### src/rtl/bb3_ram.sv
// ----------------------------------------------------------------------------
// bb3_ram
// Simple dual-port RAM, one write and one registered read port, read-old.
// ----------------------------------------------------------------------------
module bb3_ram #(
	parameter int WIDTH = 8,
	parameter int DEPTH = 16
) (
	input  logic                     clk,
	input  logic                     we,
	input  logic [$clog2(DEPTH)-1:0] waddr,
	input  logic [WIDTH-1:0]         wdata,
	input  logic                     re,
	input  logic [$clog2(DEPTH)-1:0] raddr,
	output logic [WIDTH-1:0]         rdata
);

	logic [WIDTH-1:0] mem [DEPTH];

	// Write port and registered read port
	always_ff @(posedge clk) begin
		if (we) begin
			mem[waddr] <= wdata;
		end
		if (re) begin
			rdata <= mem[raddr];
		end
	end

endmodule

### config.mk
export PLATFORM = sky130hd
export DESIGN_NAME = bb3_ram
export DESIGN_NICKNAME = d
export VERILOG_FILES = /design/src/rtl/bb3_ram.sv
export SDC_FILE = /design/constraint.sdc
export NUM_CORES = 1
export LEC_CHECK = 0
export BUFFER_PORTS_ARGS = -buffer_cell sky130_fd_sc_hd__buf_2
export CORE_ASPECT_RATIO = 0.6
export CORE_MARGIN = 3
export CORE_UTILIZATION = 55
export CTS_CLUSTER_DIAMETER = 200
export CTS_CLUSTER_SIZE = 10
export DETAILED_ROUTE_END_ITERATION = 10
export PLACE_DENSITY = 0.73
export SYNTH_ARGS = -nofsm -noshare
export SYNTH_HDL_FRONTEND = slang
export SYNTH_SLANG_ARGS = --single-unit
### constraint.sdc
create_clock -name clk -period 2.56 [get_ports clk]
set_input_delay 0.64 -clock clk [delete_from_list [all_inputs] [get_ports clk]]
set_output_delay 0.64 -clock clk [all_outputs]
set_load 0.05 [all_outputs]
* Word-level counts from Yosys, hierarchy flattened *
Memory sizes are Yosys's and may differ from the RTL's. A register that Yosys moved wholly into a read port is not among the register bits.
Index checks and enable logic that the tools add are counted.

word-level totals
  bits in registers = 0
  RAM bits = 128
  input bits = 19
  output and inout bits = 8
  memories = 1

operators by class
  mux-type cells = 2

memories
  memory  words  bits a word  read ports  clocked after memory_dff  write ports  line  RTL
  mem     16     8            1           1                         1            18    logic [WIDTH-1:0] mem [DEPTH];

operators by type and width
  kind               count
  two-way mux 1 bit  2

* Logic depth before layout (Yosys ltp) *
  depth in word-level cells = 2
  depth in mapped cells = 5
  gate-level depth less buffers = 3

* Least setup slack after synthesis *
OpenSTA, ideal clock, no wires.

  path kind = in2reg
  from = input port waddr[2]
  to = memory mem[0][0] (enable)
  library setup time = 0.383 ns
  arrival = 1.750 ns
  path slack = 0.427 ns
  stages = 2
  path buffers = 0
  path through = or3b_2 > nor3_1

RTL lines
  what                line  RTL
  start: declaration  11    input logic [$clog2(DEPTH)-1:0] waddr,
  end: declaration    18

No word-level cell before the write port.

==> impl_metrics.yaml <==
setup_path:
  max_stage_delay_ns: 0.57
  r2r_cells: 3
  cp_cell_sequence: "buf_2 -> buf_12 -> mux4_1 -> a22oi_1 -> nand2_1"
  start_kind: "input port"
  crit_required_ns: 2.71
  critPathKind: "input port to flop"
  end_kind: "flop"
  cp.arrival_ns: 2.02
  crit_fanout: 11
  slowest_stage: "mux4_1"
finish:
  area_delta_synth_final_pct: 20.2
  fin_util: 0.708
  num_antenna_cells: 0
  final_cell_count_no_fill: 424
  fin_nets: 304
  layout-drive-gt1-share: 0.319
cts:
  insertion_delay_ns: 0.41
  hold_buffers: 0
  root_buffer: "clkbuf_16"
  cts_made_buffers: 17
  cts_max_path_buffers: 2
  clk_pin_slew_ns: 0.06
  post_cts_buffers: 0
  cts_resized: 0
  cts_sinks: 136
  cts_tree: "done"
  htreeDepth: 4
global_route:
  grt_pass1_vias: 2614
  grt_antenna_before_repair: 0
  grt_max_degree: 24
  grt_pass1_wl_um: 15200
  gr-total-overflow: 0
  grt_usage: 0.205
route:
  post_drt_via_cell_ratio: 5.88
  drcViolationCount: 0
  drt-initial-drc-count: 234
  dr.pass1.iters: 4
  postRouteAntennaNets: 0
  vias: 2493
  wl_per_cell_um: 23.2
  totalWireLength_um: 9830
placed_design:
  port-buffer-count: 26
  placedCellCount: 392
  detailed_place_hpwl_um: 6340
  dp_slack_ns: 0.284
  place_congestion: 0.760
floorplan:
  row_count: 26
  die_height_um: 81.5
  die_x_um: 132
  ioPinCount: 27
  core_area_um2: 8880
  die_area_um2: 10700
  start_util: 0.589
logic_synthesis:
  synth_cell_types: 18
  yosysTopAreaCell: "edfxtp_1"
  ys_seq_area_frac: 0.781
  syn_area_per_cell_um2: 22.8
  post-synth-top-area-fraction: 0.781
  synth_area_leaders: "edfxtp_1 (78%), mux4_2 (7.8%), mux4_1 (7.0%)"
  syn_inst: 229
  ys_seq_elements: 136
  ys.warnings.count: 0
  syn_area_um2: 5230
  synthesis.nets: 248
sta:
  finalClockSkew_ns: 0.00852
  slew_violations: 0
  tns_ns: 0
  worst_pin_slew_ns: 0.744
  rsz0062_at_grt: "false"
  fin_ws_ns: 0.691
  hold_viol_final: 0
  fin_crit_ns: 1.87
  slew_headroom: 0.502
  setup_violations: 0
  period_share: 0.730
  fmax_ghz: 0.535
power_and_ir_drop:
  p_per_area_nw_per_um2: 872
  leakagePower_uw: 0.00215
  ir_drop_uv: 621
outcome:
  status: "finished, final reports clean"
hold_path:
  hp-class: "input port to flop"
  holdPathStages: 1
job:
  drv_cap: 0
## power by group
part / internal, uW / switching, uW / leakage, uW / total, uW
registers: 2510 / 12.7 / 0.00124 / 2520
logic: 102 / 165 / 0.000598 / 267
clock network: 1830 / 862 / 0.000318 / 2690
## path summary, 6_finish.rpt
check | startpoint | to | slack [ns]
hold reg to reg | mem[15][7] | rdata[7] | 0.76
setup reg to reg | mem[11][5] | rdata[5] | 1.04
setup / recovery | raddr[0] | rdata[5] | 0.69
hold / removal | re | rdata[3] | 0.59
## kinds of logic after synthesis
kind of cell           share of synthesized area
multiplexers                               0.148
buffers and inverters                     0.0165
AND/OR/NAND/NOR                           0.0314
flip-flops                                 0.781
AO/OA/AOI/OAI                             0.0230
## through the flow
| step | area, um^2 | hold slack [ns] | power [uW] |
|---|---|---|---|
| floorplan | 5230 | 0.705 | 2730 |
| global placement | 5620 | 0.735 | 2830 |
| detailed placement | 5620 | 0.737 | 2830 |
| CTS | 6280 | 0.578 | 5530 |
| global route | 6280 | 0.575 | 5650 |
| finish | 6280 | 0.592 | 5480 |
## routing by layer
metal	part of all wire	track usage	vias to the layer above	wire [um]
met5	0	0	-	0
met4	0.0058	0.0828	0	57
met3	0.080	0.0685	6	790
met2	0.49	0.311	105	4800
met1	0.43	0.281	1289	4180
li1	-	-	1093	-
## synth_stat cells
cell	count
and2b_1	1
nor2_1	13
edfxtp_1	136
mux4_2	18
clkdlybuf4s25_2	3
nor3_1	4
buf_6	3
mux4_1	14
buf_2	3
nand2_1	9
nand3_1	1
or3b_2	1
nor2b_1	1
nand3b_1	2
nand2b_1	2
and2_1	1
buf_4	1
a22oi_1	16
## layout make-up
| class | count | area, um^2 |
|---|---|---|
| Timing Repair Buffer | 47 | 325 |
| Tap cell | 126 | 158 |
| Fill cell | 540 | 2600 |
| Clock inverter | 12 | 224 |
| Multi-Input combinational cell | 83 | 1060 |
| Sequential cell | 136 | 4080 |
| Clock buffer | 20 | 437 |
## cells in the final DEF, fill, tap and decap left out, drive strengths merged
| cell | n |
|---|---|
| a22oi | 16 |
| and2 | 1 |
| and2b | 1 |
| buf | 47 |
| bufinv | 6 |
| clkbuf | 20 |
| clkinv | 5 |
| clkinvlp | 1 |
| edfxtp | 136 |
| mux4 | 32 |
| nand2 | 9 |
| nand2b | 2 |
| nand3 | 1 |
| nand3b | 2 |
| nor2 | 13 |
| nor2b | 1 |
| nor3 | 4 |
| or3b | 1 |
## state kept, by name, summed over array words and instances (netlist names)
signal / count
rdata: 8
mem: 128
## critical path, delay by kind of cell
| kind | cells | cell delay [ns] |
|---|---|---|
| compound gates | 1 | 0.29 |
| mux | 1 | 0.57 |
| buf+inv | 2 | 0.43 |
| simple gates | 1 | 0.08 |
Note: power is estimated with default switching activity, not from simulation.
